--- src/tftp_rr_pkg.sv ---
package tftp_rr_pkg;

	// Event codes carried by the action field.
	localparam logic [1:0] ACT_START   = 2'd0;
	localparam logic [1:0] ACT_PACKET  = 2'd1;
	localparam logic [1:0] ACT_TIMEOUT = 2'd2;

	// What the engine asks the socket layer to transmit.
	localparam logic [1:0] SEND_NONE = 2'd0;
	localparam logic [1:0] SEND_RRQ  = 2'd1;
	localparam logic [1:0] SEND_ACK  = 2'd2;
	localparam logic [1:0] SEND_ERR  = 2'd3;

	// TFTP opcodes of interest.
	localparam logic [15:0] OP_DATA  = 16'd3;
	localparam logic [15:0] OP_ERROR = 16'd5;
	localparam logic [15:0] OP_OACK  = 16'd6;

	localparam logic [15:0] WELL_KNOWN_PORT = 16'd69;
	localparam logic [11:0] HEADER_BYTES    = 12'd4;
	localparam logic [15:0] RX_BUFFER_BYTES = 16'd2048;
	localparam logic [1:0]  DALLY_ACKS      = 2'd3;

	// Configuration register indexes (word addresses on the APB port).
	localparam logic [1:0] REG_SERVER_ADDRESS     = 2'd0;
	localparam logic [1:0] REG_SERVER_PORT        = 2'd1;
	localparam logic [1:0] REG_RETRY_LIMIT        = 2'd2;
	localparam logic [1:0] REG_DEFAULT_BLOCK_SIZE = 2'd3;

	typedef enum logic [2:0] {
		PH_IDLE   = 3'd0,
		PH_RUN    = 3'd1,
		PH_DALLY  = 3'd2,
		PH_OK     = 3'd3,
		PH_SRVERR = 3'd4,
		PH_NORESP = 3'd5,
		PH_WRFAIL = 3'd6
	} phase_t;

	typedef struct packed {
		logic [31:0] server_address;
		logic [15:0] server_port;
		logic [7:0]  retry_limit;
		logic [15:0] default_block_size;
	} cfg_t;

	typedef struct packed {
		logic [1:0]  action;
		logic [15:0] packet_length;
		logic [15:0] packet_opcode;
		logic [15:0] block_number;
		logic [31:0] source_address;
		logic [15:0] source_port;
		logic        oack_has_size;
		logic [15:0] oack_size;
		logic        write_failed;
	} item_t;

	typedef struct packed {
		phase_t      phase;
		logic [15:0] next_block;
		logic [15:0] last_acked_block;
		logic [7:0]  retry_count;
		logic [15:0] block_size;
		logic [15:0] peer_port;
		logic [1:0]  dally_count;
	} state_t;

	typedef struct packed {
		logic [1:0]  send_kind;
		logic [15:0] send_block;
		logic        store_payload;
		logic [15:0] payload_bytes;
		logic        tid_rejected;
		phase_t      status;
	} result_t;

endpackage

--- src/tftp_rr_step.sv ---
module tftp_rr_step
	import tftp_rr_pkg::*;
(
	input  cfg_t    cfg,
	input  state_t  st,
	input  item_t   item,
	output state_t  ns,
	output result_t res
);

	logic [11:0] len_c;
	logic        hdr_ok;
	logic [15:0] payload_len;
	logic        capture;
	logic        src_ok;
	logic [15:0] prev_block;
	logic [1:0]  dally_next;

	// The receive buffer holds 2048 bytes; longer packets are seen as full buffers.
	assign len_c       = (item.packet_length > RX_BUFFER_BYTES) ? RX_BUFFER_BYTES[11:0]
	                                                            : item.packet_length[11:0];
	assign hdr_ok      = (len_c >= HEADER_BYTES);
	assign payload_len = {4'd0, len_c - HEADER_BYTES};
	assign capture     = (st.last_acked_block == 16'd0) &&
	                     ((st.peer_port == WELL_KNOWN_PORT) || (st.peer_port == 16'd0));
	assign src_ok      = capture || ((item.source_address == cfg.server_address) &&
	                                 (item.source_port == st.peer_port));
	assign prev_block  = st.next_block - 16'd1;
	assign dally_next  = st.dally_count + 2'd1;

	// Next protocol state.
	always_comb begin
		ns = st;
		if (item.action == ACT_START) begin
			ns.block_size       = cfg.default_block_size;
			ns.peer_port        = cfg.server_port;
			ns.next_block       = 16'd1;
			ns.last_acked_block = 16'd0;
			ns.retry_count      = 8'd0;
			ns.dally_count      = 2'd0;
			ns.phase            = PH_RUN;
		end else begin
			unique case (st.phase)
				PH_RUN: begin
					if (item.action == ACT_PACKET && hdr_ok) begin
						// The first reply fixes the server's transfer port.
						if (capture) begin
							ns.peer_port = item.source_port;
						end
						if (src_ok) begin
							if (item.packet_opcode == OP_OACK) begin
								if (item.oack_has_size) begin
									ns.block_size = item.oack_size;
								end
								ns.retry_count = 8'd0;
							end else if (item.packet_opcode == OP_DATA) begin
								if (item.block_number == st.next_block) begin
									if (item.write_failed) begin
										ns.phase = PH_WRFAIL;
									end else begin
										ns.last_acked_block = item.block_number;
										ns.retry_count      = 8'd0;
										// A short block is the last one of the file.
										if (payload_len < st.block_size) begin
											ns.phase       = PH_DALLY;
											ns.dally_count = 2'd0;
										end else begin
											ns.next_block = st.next_block + 16'd1;
										end
									end
								end
							end else if (item.packet_opcode == OP_ERROR) begin
								ns.phase = PH_SRVERR;
							end
						end
					end else if (item.action == ACT_TIMEOUT) begin
						if (st.retry_count >= cfg.retry_limit) begin
							ns.phase = PH_NORESP;
						end else begin
							ns.retry_count = st.retry_count + 8'd1;
						end
					end
				end
				PH_DALLY: begin
					if (item.action == ACT_PACKET && hdr_ok && item.packet_opcode == OP_DATA) begin
						ns.dally_count = dally_next;
						if (dally_next >= DALLY_ACKS) begin
							ns.phase = PH_OK;
						end
					end else if (item.action == ACT_PACKET || item.action == ACT_TIMEOUT) begin
						ns.phase = PH_OK;
					end
				end
				default: begin
				end
			endcase
		end
	end

	// Reply to the event.
	always_comb begin
		res.send_kind     = SEND_NONE;
		res.send_block    = 16'd0;
		res.store_payload = 1'b0;
		res.payload_bytes = 16'd0;
		res.tid_rejected  = 1'b0;

		if (item.action == ACT_START) begin
			res.send_kind = SEND_RRQ;
		end else begin
			unique case (st.phase)
				PH_RUN: begin
					if (item.action == ACT_PACKET && hdr_ok) begin
						if (!src_ok) begin
							res.tid_rejected = 1'b1;
						end else if (item.packet_opcode == OP_OACK) begin
							res.send_kind = SEND_ACK;
						end else if (item.packet_opcode == OP_DATA) begin
							if (item.block_number == st.next_block) begin
								res.store_payload = 1'b1;
								res.payload_bytes = payload_len;
								if (item.write_failed) begin
									res.send_kind = SEND_ERR;
								end else begin
									res.send_kind  = SEND_ACK;
									res.send_block = item.block_number;
								end
							end else if (item.block_number == prev_block) begin
								res.send_kind  = SEND_ACK;
								res.send_block = item.block_number;
							end
						end
					end else if (item.action == ACT_TIMEOUT) begin
						if (st.retry_count < cfg.retry_limit) begin
							if (st.last_acked_block == 16'd0) begin
								res.send_kind = SEND_RRQ;
							end else begin
								res.send_kind  = SEND_ACK;
								res.send_block = st.last_acked_block;
							end
						end
					end
				end
				PH_DALLY: begin
					if (item.action == ACT_PACKET && hdr_ok && item.packet_opcode == OP_DATA) begin
						res.send_kind  = SEND_ACK;
						res.send_block = st.last_acked_block;
					end
				end
				default: begin
				end
			endcase
		end

		res.status = ns.phase;
	end

endmodule

--- src/tftp_read_receiver_core.sv ---
// An accepted event waits in the input register and moves into the result register when
// that register is empty or being drained; its result is taken from there.
// Throughput: one event per cycle unless the consumer stalls; the protocol state is updated
// in the same cycle that the event moves from the input register into the result register.
// Reset (arst_n low, asynchronous): both pipeline stages empty, phase idle, configuration
// registers at their documented defaults (port 69, 5 retries, 512-byte blocks).
module tftp_read_receiver_core
	import tftp_rr_pkg::*;
(
	input  logic        clk,
	input  logic        arst_n,

	// APB-style configuration port.
	input  logic        psel,
	input  logic        penable,
	input  logic        pwrite,
	input  logic [3:0]  paddr,
	input  logic [31:0] pwdata,
	output logic [31:0] prdata,
	output logic        pready,

	// Event channel.
	input  logic        in_valid,
	output logic        in_stall,
	input  logic [1:0]  action,
	input  logic [15:0] packet_length,
	input  logic [15:0] packet_opcode,
	input  logic [15:0] block_number,
	input  logic [31:0] source_address,
	input  logic [15:0] source_port,
	input  logic        oack_has_size,
	input  logic [15:0] oack_size,
	input  logic        write_failed,

	// Result channel.
	output logic        out_valid,
	input  logic        out_stall,
	output logic [1:0]  send_kind,
	output logic [15:0] send_block,
	output logic        store_payload,
	output logic [15:0] payload_bytes,
	output logic        tid_rejected,
	output logic [2:0]  status
);

	cfg_t    cfg_q;
	state_t  state_q;
	state_t  state_next;
	item_t   item_in;
	item_t   item_s1;
	logic    valid_s1;
	result_t res_next;
	result_t res_s2;
	logic    valid_s2;
	logic    advance;
	logic    cfg_write;

	// ------------------------------------------------------------------
	// Configuration registers. Software must write them only while the engine
	// is idle; the block neither enforces this nor interlocks the pipeline.
	// ------------------------------------------------------------------
	assign pready    = 1'b1;
	assign cfg_write = psel && penable && pwrite && pready;

	always_ff @(posedge clk or negedge arst_n) begin
		if (!arst_n) begin
			cfg_q.server_address     <= 32'd0;
			cfg_q.server_port        <= WELL_KNOWN_PORT;
			cfg_q.retry_limit        <= 8'd5;
			cfg_q.default_block_size <= 16'd512;
		end else if (cfg_write) begin
			unique case (paddr[3:2])
				REG_SERVER_ADDRESS:     cfg_q.server_address     <= pwdata;
				REG_SERVER_PORT:        cfg_q.server_port        <= pwdata[15:0];
				REG_RETRY_LIMIT:        cfg_q.retry_limit        <= pwdata[7:0];
				REG_DEFAULT_BLOCK_SIZE: cfg_q.default_block_size <= pwdata[15:0];
				default: begin
				end
			endcase
		end
	end

	always_comb begin
		unique case (paddr[3:2])
			REG_SERVER_ADDRESS:     prdata = cfg_q.server_address;
			REG_SERVER_PORT:        prdata = {16'd0, cfg_q.server_port};
			REG_RETRY_LIMIT:        prdata = {24'd0, cfg_q.retry_limit};
			REG_DEFAULT_BLOCK_SIZE: prdata = {16'd0, cfg_q.default_block_size};
			default:                prdata = 32'd0;
		endcase
	end

	// ------------------------------------------------------------------
	// Stage 1: the accepted event is captured in the input register.
	// The stage moves on whenever the result register is empty or is being
	// drained, so the input side only stalls when both stages are full and
	// the consumer is stalling.
	// ------------------------------------------------------------------
	assign item_in.action         = action;
	assign item_in.packet_length  = packet_length;
	assign item_in.packet_opcode  = packet_opcode;
	assign item_in.block_number   = block_number;
	assign item_in.source_address = source_address;
	assign item_in.source_port    = source_port;
	assign item_in.oack_has_size  = oack_has_size;
	assign item_in.oack_size      = oack_size;
	assign item_in.write_failed   = write_failed;

	assign advance  = valid_s1 && (!valid_s2 || !out_stall);
	assign in_stall = valid_s1 && valid_s2 && out_stall;

	always_ff @(posedge clk or negedge arst_n) begin
		if (!arst_n) begin
			valid_s1 <= 1'b0;
		end else if (!in_stall) begin
			valid_s1 <= in_valid;
		end
	end

	always_ff @(posedge clk) begin
		if (in_valid && !in_stall) begin
			item_s1 <= item_in;
		end
	end

	// ------------------------------------------------------------------
	// Protocol step: short compare/increment logic between the input
	// register and the result register. The state registers update only
	// when the event actually moves into the result register, so every
	// event sees the state left by the one before it.
	// ------------------------------------------------------------------
	tftp_rr_step u_step (
		.cfg  (cfg_q),
		.st   (state_q),
		.item (item_s1),
		.ns   (state_next),
		.res  (res_next)
	);

	always_ff @(posedge clk or negedge arst_n) begin
		if (!arst_n) begin
			state_q.phase            <= PH_IDLE;
			state_q.next_block       <= 16'd1;
			state_q.last_acked_block <= 16'd0;
			state_q.retry_count      <= 8'd0;
			state_q.block_size       <= 16'd512;
			state_q.peer_port        <= WELL_KNOWN_PORT;
			state_q.dally_count      <= 2'd0;
		end else if (advance) begin
			state_q <= state_next;
		end
	end

	// ------------------------------------------------------------------
	// Stage 2: result register. It holds a finished transaction until the
	// consumer takes it while stage 1 is already free to accept the next.
	// ------------------------------------------------------------------
	always_ff @(posedge clk or negedge arst_n) begin
		if (!arst_n) begin
			valid_s2 <= 1'b0;
		end else if (!valid_s2 || !out_stall) begin
			valid_s2 <= valid_s1;
		end
	end

	always_ff @(posedge clk) begin
		if (advance) begin
			res_s2 <= res_next;
		end
	end

	assign out_valid     = valid_s2;
	assign send_kind     = res_s2.send_kind;
	assign send_block    = res_s2.send_block;
	assign store_payload = res_s2.store_payload;
	assign payload_bytes = res_s2.payload_bytes;
	assign tid_rejected  = res_s2.tid_rejected;
	assign status        = res_s2.status;

	// ------------------------------------------------------------------
	// Assertions.
	// ------------------------------------------------------------------

	// A stored payload is always answered with an ACK or an error packet.
	a_store_answered: assert property (@(posedge clk) disable iff (!arst_n)
		(valid_s2 && res_s2.store_payload) |->
			(res_s2.send_kind == SEND_ACK || res_s2.send_kind == SEND_ERR))
		else $error("stored payload without ACK or error");

	// A packet dropped for a wrong source causes nothing else and keeps the transfer running.
	a_reject_quiet: assert property (@(posedge clk) disable iff (!arst_n)
		(valid_s2 && res_s2.tid_rejected) |->
			(res_s2.send_kind == SEND_NONE && !res_s2.store_payload &&
			 res_s2.status == PH_RUN))
		else $error("rejected packet produced output or changed phase");

	// A read request is only issued while the transfer is running and carries no block.
	a_rrq_running: assert property (@(posedge clk) disable iff (!arst_n)
		(valid_s2 && res_s2.send_kind == SEND_RRQ) |->
			(res_s2.status == PH_RUN && res_s2.send_block == 16'd0))
		else $error("read request outside the running phase");

	// The input side stalls only with both stages full, and then the stage 1 event holds.
	a_stall_full: assert property (@(posedge clk) disable iff (!arst_n)
		in_stall |=> (valid_s1 && $stable(item_s1)))
		else $error("stage 1 lost or changed an event while stalled");

endmodule

--- config.mk ---
export PLATFORM = sky130hd
export DESIGN_NAME = tftp_read_receiver_core
export DESIGN_NICKNAME = d
export VERILOG_FILES = /design/src/tftp_rr_pkg.sv /design/src/tftp_rr_step.sv /design/src/tftp_read_receiver_core.sv
export SDC_FILE = /design/constraint.sdc
export NUM_CORES = 1
export LEC_CHECK = 0
export ABC_CLOCK_PERIOD_IN_PS = 5500
export BUFFER_PORTS_ARGS = -buffer_cell sky130_fd_sc_hd__buf_2
export CAP_MARGIN = 10
export CORE_ASPECT_RATIO = 1.4
export CORE_MARGIN = 3
export CORE_UTILIZATION = 48
export CTS_BUF_LIST = sky130_fd_sc_hd__clkbuf_4 sky130_fd_sc_hd__clkbuf_8
export DETAILED_ROUTE_END_ITERATION = 8
export PLACE_DENSITY_LB_ADDON = 0.05
export RECOVER_POWER = 100
export SLEW_MARGIN = 20
export SYNTH_ARGS = -nofsm -noshare
export SYNTH_HDL_FRONTEND = slang
export SYNTH_HIERARCHICAL = 1
export SYNTH_SLANG_ARGS = --single-unit
--- constraint.sdc ---
create_clock -name clk -period 5.5 [get_ports clk]
set_clock_uncertainty 0.15 [all_clocks]
set_input_delay 0.55 -clock clk [delete_from_list [all_inputs] [get_ports clk]]
set_output_delay 0.55 -clock clk [all_outputs]
set_load 0.03 [all_outputs]
==> impl_metrics.env, run 1 <==
export IMPL_grt_pass1_vias=11756
export IMPL_drv_slew=227
export IMPL_coreArea_um2=32400
export IMPL_endpoint="state_q[64]"
export IMPL_root_buffer="clkbuf_8"
export IMPL_placementRows=78
export IMPL_crit_family="compound AO/OA/AOI/OAI gates"
export IMPL_worstHoldPathType="primary input to register"
export IMPL_tns_ns=0
export IMPL_final_nets=1833
export IMPL_cp_end_kind="register"
export IMPL_dr_wl_met2_um=22100
export IMPL_synth_main_ff_cell="edfxtp_1"
export IMPL_dieArea_um2=35100
export IMPL_r2r_cells=20
export IMPL_worst_setup_path_type="register to register"
export IMPL_drive_gt1_share_pct=25.7
export IMPL_remaining_drc_errors=0
export IMPL_crit_slowest_cell="or4_4"
export IMPL_rsz0062_at_grt="false"
export IMPL_crit_chain="or4_4, nor4_4, nand3_1, a21oi_1, nand2_1, ha_2, o21ai_0, nor2_1, a21oi_1, nor2_1, ha_1, nand4_1, a2111oi_1, o21ai_0, a21oi_2, nand2_1, buf_4, o311ai_0, o41ai_1, mux2_2"
export IMPL_ys_seq_area_share_pct=53.5
export IMPL_place_area_um2=17300
export IMPL_yosys_warnings=6
export IMPL_top_layer="met5"
export IMPL_worst_pin_slew_ns=4.07
export IMPL_power_leakage_nw=7.97
export IMPL_synth_distinct_cells=88
export IMPL_grt_max_degree=101
export IMPL_drt_iter0_drc=721
export IMPL_rr_startpoint="item_s1[104]"
export IMPL_die_y_um=221
export IMPL_min_period_ns=5.13
export IMPL_firstDrtPassIters=7
export IMPL_wl_met1_um=16500
export IMPL_cp_slowest_stage_delay_ns=0.61
export IMPL_crit_cells=20
export IMPL_setup_viol=0
export IMPL_synth_top_cell_area_share_pct=29.5
export IMPL_vias=11748
export IMPL_cp_data_arrival_time_ns=5.46
export IMPL_place_congestion=0.837
export IMPL_cts_tree="built"
export IMPL_startpoint_type="register"
export IMPL_status="finished, violations left"
export IMPL_io_buffers=229
export IMPL_drt_wl_total_um=41700
export IMPL_period_share_pct=93.3
export IMPL_fp_dieW_um=159
export IMPL_antenna_found_initial=3
export IMPL_syn_cell_area_um2=15800
export IMPL_clockBufferDepth=3
export IMPL_start_util_pct=48.7
export IMPL_grt_usage_pct=23.2
export IMPL_clkTransAtPathRegs_ns=0.06
export IMPL_postRouteAntennaNets=0
export IMPL_clk_latency_ns=0.60
export IMPL_power_per_cell_area_nw_per_um2=325
export IMPL_ys_ff_latch=306
export IMPL_synth_edf_count=155
export IMPL_synthArstFlopShare_pct=49.3
export IMPL_finalHoldViolations=0
export IMPL_slew_headroom_pct=-171
export IMPL_viasPerCell=5.52
export IMPL_synth_top_area_cell="edfxtp_1"
export IMPL_violations="max-capacitance violations, max-slew violations"
export IMPL_crit_fanout=10
export IMPL_rrSetupSlack_ns=0.37
export IMPL_routedWlPerCell_um=19.6
export IMPL_route_met3_wl_um=1750
export IMPL_synth_area_top_cells="edfxtp_1, dfrtp_1, mux2_2"
export IMPL_min_delay_start="in_valid"
export IMPL_cp_required_ns=5.83
export IMPL_syn_avg_cell_area_um2=12.1
export IMPL_grt_pass1_wl_um=64300
export IMPL_path_buf_inv=1
export IMPL_design_area_um2=19300
export IMPL_syn_inst=1306
export IMPL_ir_worst_vdd_mv=0.269
export IMPL_reg2reg_to="state_q[64]"
export IMPL_utilization_pct=59.6
export IMPL_max_freq_mhz=195
export IMPL_syn_to_final_growth_pct=22.3
export IMPL_htree_levels=2
export IMPL_grt_overflow=0
export IMPL_cts_setup_buffers=0
export IMPL_cts_sinks=306
export IMPL_pin_count=233
export IMPL_dp_hpwl_um=28000
export IMPL_numCtsBuffers=49
export IMPL_p_total_w=0.00627
export IMPL_maxCapViolations=6
export IMPL_startpoint="item_s1[104]"
power by group:
part | switching, W | internal, W | leakage, nW
Sequential | 0.000260 | 0.00273 | 3.43
Combinational | 0.000652 | 0.000525 | 3.97
Clock | 0.000921 | 0.00118 | 0.562
flip-flops by register name (all words and copies together), names as in the netlist, 2 cells and up:
signal,cells
cfg_q,72
item_s1,116
payload_bytes,16
send_block,16
send_kind,2
state_q,77
status,3
cells in the final DEF (no fill, tap or decap), drive strengths merged, types with 43 or more instances in the layout:
cell type | netlist | final
dfrtp | 140 | 140
o21ai | 44 | 44
dlygate4sd3 | 0 | 120
nor2 | 76 | 76
xor2 | 64 | 64
buf | 39 | 169
mux2 | 162 | 162
edfxtp | 155 | 155
clkbuf | 40 | 143
a21oi | 43 | 43
nand2 | 79 | 79
synth_stat cells (14+ instances only):
| cell | n |
|---|---|
| edfxtp_1 | 155 |
| dfrtp_1 | 140 |
| mux2_2 | 132 |
| nand2_1 | 79 |
| nor2_1 | 74 |
| xor2_1 | 63 |
| o21ai_0 | 42 |
| a21oi_1 | 41 |
| clkbuf_1 | 39 |
| inv_1 | 37 |
| nor4_1 | 33 |
| mux2i_1 | 30 |
| nand4_1 | 30 |
| nand3_1 | 29 |
| nor3_1 | 29 |
| ha_1 | 28 |
| and2_1 | 27 |
| o31ai_1 | 21 |
| buf_2 | 20 |
| mux2_1 | 20 |
| a32o_1 | 18 |
| buf_4 | 16 |
| or3_1 | 16 |
| nor2b_1 | 14 |
stage by stage:
stage                     cells  setup WS, ns  hold WS [ns]
after floorplan            1309         0.505         0.104
after global placement     1915         0.528         0.323
after detailed placement   1915         0.400         0.329
after CTS                  2127         0.377      0.000416
after global routing       2127        0.0454       0.00784
final                      2128         0.371        0.0321
area by class of cell:
class	instances	area (µm²)
Timing Repair Buffer	365	2370
Multi-Input combinational cell	885	6740
Inverter	39	146
Clock buffer	67	835
Clock inverter	25	228
Fill cell	2791	13100
Sequential cell	306	8450
Tap cell	440	551
Antenna cell	1	2.50
worst min path at each step:
stage,depth (start not counted),to,slack [ns]
final,2,valid_s1,0.03
after global placement,1,out_valid,0.32
after detailed placement,1,out_valid,0.33
after floorplan,0,cfg_q[0],0.10
after global routing,2,valid_s1,0.008
after CTS,2,cfg_q[59],0.0004
metal layers:
layer | GRT usage [%] | up-vias
met3 | 3.84 | 78
met2 | 42.8 | 314
met1 | 27.3 | 5793
li1 | - | 5559
met5 | 0 | -
met4 | 8.47 | 4
repair_timing:
| item | in CTS | in global routing |
|---|---|---|
| hold buffers | 120 | 0 |
| endpoints found under the setup margin | 0 | 4 |
| endpoints found under the hold margin | 181 | 0 |
| gates resized for setup | 0 | 2 |
logic make-up (layout without fill, tap and decap cells):
family / Yosys count / count (layout) / synth area share [%]
compound gates: 184 / 184 / 8.18
xor+xnor: 75 / 75 / 4.25
fa+ha+maj: 28 / 28 / 2.22
buf+inv: 118 / 496 / 3.45
flops: 306 / 306 / 53.5
mux: 200 / 200 / 14.8
other cells: 2 / 6 / 0.0476
simple gates: 393 / 393 / 13.5
Note: power is estimated with default switching activity, not from simulation.
==> run 2: changes to the inputs <==
--- a/config.mk
+++ b/config.mk
@@ -5,12 +5,12 @@
 export SDC_FILE = /design/constraint.sdc
 export NUM_CORES = 1
 export LEC_CHECK = 0
-export ABC_CLOCK_PERIOD_IN_PS = 5500
+export ABC_CLOCK_PERIOD_IN_PS = 5000
 export BUFFER_PORTS_ARGS = -buffer_cell sky130_fd_sc_hd__buf_2
 export CAP_MARGIN = 10
 export CORE_ASPECT_RATIO = 1.4
 export CORE_MARGIN = 3
-export CORE_UTILIZATION = 48
+export CORE_UTILIZATION = 50
 export CTS_BUF_LIST = sky130_fd_sc_hd__clkbuf_4 sky130_fd_sc_hd__clkbuf_8
 export DETAILED_ROUTE_END_ITERATION = 8
 export PLACE_DENSITY_LB_ADDON = 0.05
==> constraint.sdc (replaced) <==
create_clock -name clk -period 5 [get_ports clk]
set_clock_uncertainty 0.15 [all_clocks]
set_input_delay 0.5 -clock clk [delete_from_list [all_inputs] [get_ports clk]]
set_output_delay 0.5 -clock clk [all_outputs]
set_load 0.03 [all_outputs]
==> run 2 against run 1 <==
The flow still finishes with violations (max-capacitance violations, max-slew violations). Setup slack got worse by 0.039 ns. Sequential cell count did not move. Maximum frequency up 9.9%. Largest cell class unchanged. Sequential power is 9.7% higher. Cell area increased by 1.0%. Die area fell by 3.9%. Hold slack improved by 0.0021 ns. Via count grew 0.79%. Critical path depth down 3. Cell count decreased by 1.2%. Combinational power increased by 12%. Critical path type unchanged. First-iteration DRC count down 16%.
==> impl_metrics.env, run 2 (same netlist as run 1, synthesis figures left out) <==
export IMPL_largest_register="item_s1"
export IMPL_reg2reg_to="state_q[66]"
export IMPL_min_delay_start="pwdata[10]"
export IMPL_power_leakage_nw=8.08
export IMPL_rsz0062_at_grt="false"
export IMPL_grt_overflow=0
export IMPL_placementRows=76
export IMPL_clk_latency_ns=0.58
export IMPL_max_freq_mhz=214
export IMPL_die_y_um=216
export IMPL_final_nets=1860
export IMPL_remaining_drc_errors=0
export IMPL_drive_gt1_share_pct=26.1
export IMPL_setup_viol=0
export IMPL_numCtsBuffers=49
export IMPL_io_buffers=229
export IMPL_wl_met1_um=16200
export IMPL_worst_pin_slew_ns=3.55
export IMPL_dieArea_um2=33800
export IMPL_min_to="cfg_q[10]"
export IMPL_postRouteAntennaNets=0
export IMPL_syn_to_final_growth_pct=23.6
export IMPL_htree_levels=2
export IMPL_clockBufferDepth=3
export IMPL_clkTransAtPathRegs_ns=0.06
export IMPL_cts_tree="built"
export IMPL_drt_iter0_drc=604
export IMPL_rr_startpoint="item_s1[105]"
export IMPL_route_met3_wl_um=1720
export IMPL_routedWlPerCell_um=20.0
export IMPL_design_area_um2=19500
export IMPL_placed_cells=1871
export IMPL_grt_pass1_wl_um=65800
export IMPL_cts_sinks=306
export IMPL_cp_end_kind="register"
export IMPL_status="finished, violations left"
export IMPL_maxCapViolations=6
export IMPL_n_antenna_cell=0
export IMPL_grt_pass1_vias=12374
export IMPL_antenna_found_initial=1
export IMPL_crit_slowest_cell="or4_4"
export IMPL_startpoint_type="register"
export IMPL_crit_chain="or4_4, nor4_4, nand3_1, a21oi_2, nand2_1, ha_2, clkbuf_1, xnor2_1, ha_1, nand4_1, a2111oi_4, o21ai_2, a21oi_2, nand2_2, nor4b_2, mux2_2, mux2_2"
export IMPL_layout_setup_ws_ns=0.331
export IMPL_crit_fanout=8
export IMPL_top_layer="met5"
export IMPL_min_period_ns=4.67
export IMPL_rrSetupSlack_ns=0.33
export IMPL_start_util_pct=50.9
export IMPL_hold_depth=2
export IMPL_cp_required_ns=5.32
export IMPL_place_congestion=0.862
export IMPL_worstHoldPathType="primary input to register"
export IMPL_pre_cts_slack_ns=-0.0292
export IMPL_fillers=2550
export IMPL_place_area_um2=17300
export IMPL_p_total_w=0.00679
export IMPL_cp_slowest_stage_delay_ns=0.59
export IMPL_drv_slew=187
export IMPL_worst_setup_path_type="register to register"
export IMPL_power_per_cell_area_nw_per_um2=348
export IMPL_violations="max-capacitance violations, max-slew violations"
export IMPL_dr_wl_met2_um=22600
export IMPL_finalHoldViolations=0
export IMPL_slew_headroom_pct=-136
export IMPL_reg_top3="item_s1: 116 flops, state_q: 77 flops, cfg_q: 72 flops"
export IMPL_r2r_cells=17
export IMPL_final_common_cell="buf_2"
export IMPL_drt_wl_total_um=42000
export IMPL_vias=11841
export IMPL_largest_register_ffs=116
export IMPL_final_cell_mix="buf_2, edfxtp_1, dfrtp_1, dlygate4sd3_1, mux2_2"
export IMPL_grt_max_degree=101
export IMPL_dp_hpwl_um=28100
export IMPL_fp_dieW_um=156
export IMPL_cp_data_arrival_time_ns=4.98
export IMPL_ir_worst_vdd_mv=0.258
export IMPL_pin_count=233
export IMPL_finalNonFillerCells=2103
export IMPL_period_share_pct=93.4
export IMPL_grt_usage_pct=24.7
export IMPL_firstDrtPassIters=5
export IMPL_viasPerCell=5.63
export IMPL_root_buffer="clkbuf_8"
export IMPL_coreArea_um2=31000
run 2: cell type report:
type | instances | area (µm²) | share of cell area [%]
clock inverter | 7 | 31.3 | 0.160
sequential | 306 | 8450 | 43.3
tap | 390 | 488 | 2.50
multi-input combinational | 885 | 6780 | 34.7
timing repair buffer | 392 | 2640 | 13.5
clock buffer | 84 | 987 | 5.06
inverter | 39 | 146 | 0.750
run 2: per-stage QoR:
step	util [%]	TNS [ns]	hold slack (ns)
6_report	63.0	0	0.0341
2_1_floorplan	-	0	0.0544
3_5_place_dp	55.7	-0.0292	0.332
5_1_grt	63.0	0	0.00702
3_3_place_gp	55.7	0	0.318
4_1_cts	63.5	0	0.00270
run 2: per-layer routing:
metal  global-route usage [%]  vias to the layer above
met5                        0                        -
met4                     9.37                        2
met3                     3.88                       93
met2                     45.8                      303
met1                     28.4                     5836
li1                         -                     5607
run 2: what timing repair did:
item | 4_1_cts | 5_1_grt
pin swaps | 0 | 1
gates resized for setup | 2 | 10
buffers inserted | 0 | 2
hold endpoints to repair | 197 | 0
endpoints found under the setup margin | 2 | 18
hold buffers | 139 | 0
run 2: critical path, delay by kind of cell, from the launching register on:
family | cells | cell delay, ns
and+or+nand+nor | 7 | 1.64
AOI/OAI and AO/OA | 4 | 0.86
muxes | 2 | 0.63
adders and majority gates | 2 | 0.55
DFF | 1 | 0.41
xor gates and xnor gates | 1 | 0.16
buffers and inverters | 1 | 0.15
run 2: how the worst max path moves through the flow:
stage / startpoint / endpoint / slack, ns / depth (start not counted)
floorplan: item_s1[104] / state_q[69] / 0.005 / 22
global placement: item_s1[104] / state_q[66] / 0.17 / 19
detailed placement: item_s1[105] / state_q[66] / -0.03 / 19
CTS: item_s1[105] / state_q[63] / 0.03 / 20
global route: item_s1[105] / state_q[67] / 0.002 / 19
finish: item_s1[105] / state_q[66] / 0.33 / 17
run 2: where the power goes:
| part | switching (W) | total, W | internal [W] | leakage, nW |
|---|---|---|---|---|
| Sequential | 0.000281 | 0.00328 | 0.00300 | 3.43 |
| Clock | 0.000954 | 0.00219 | 0.00123 | 0.546 |
| Combinational | 0.000729 | 0.00132 | 0.000591 | 4.11 |
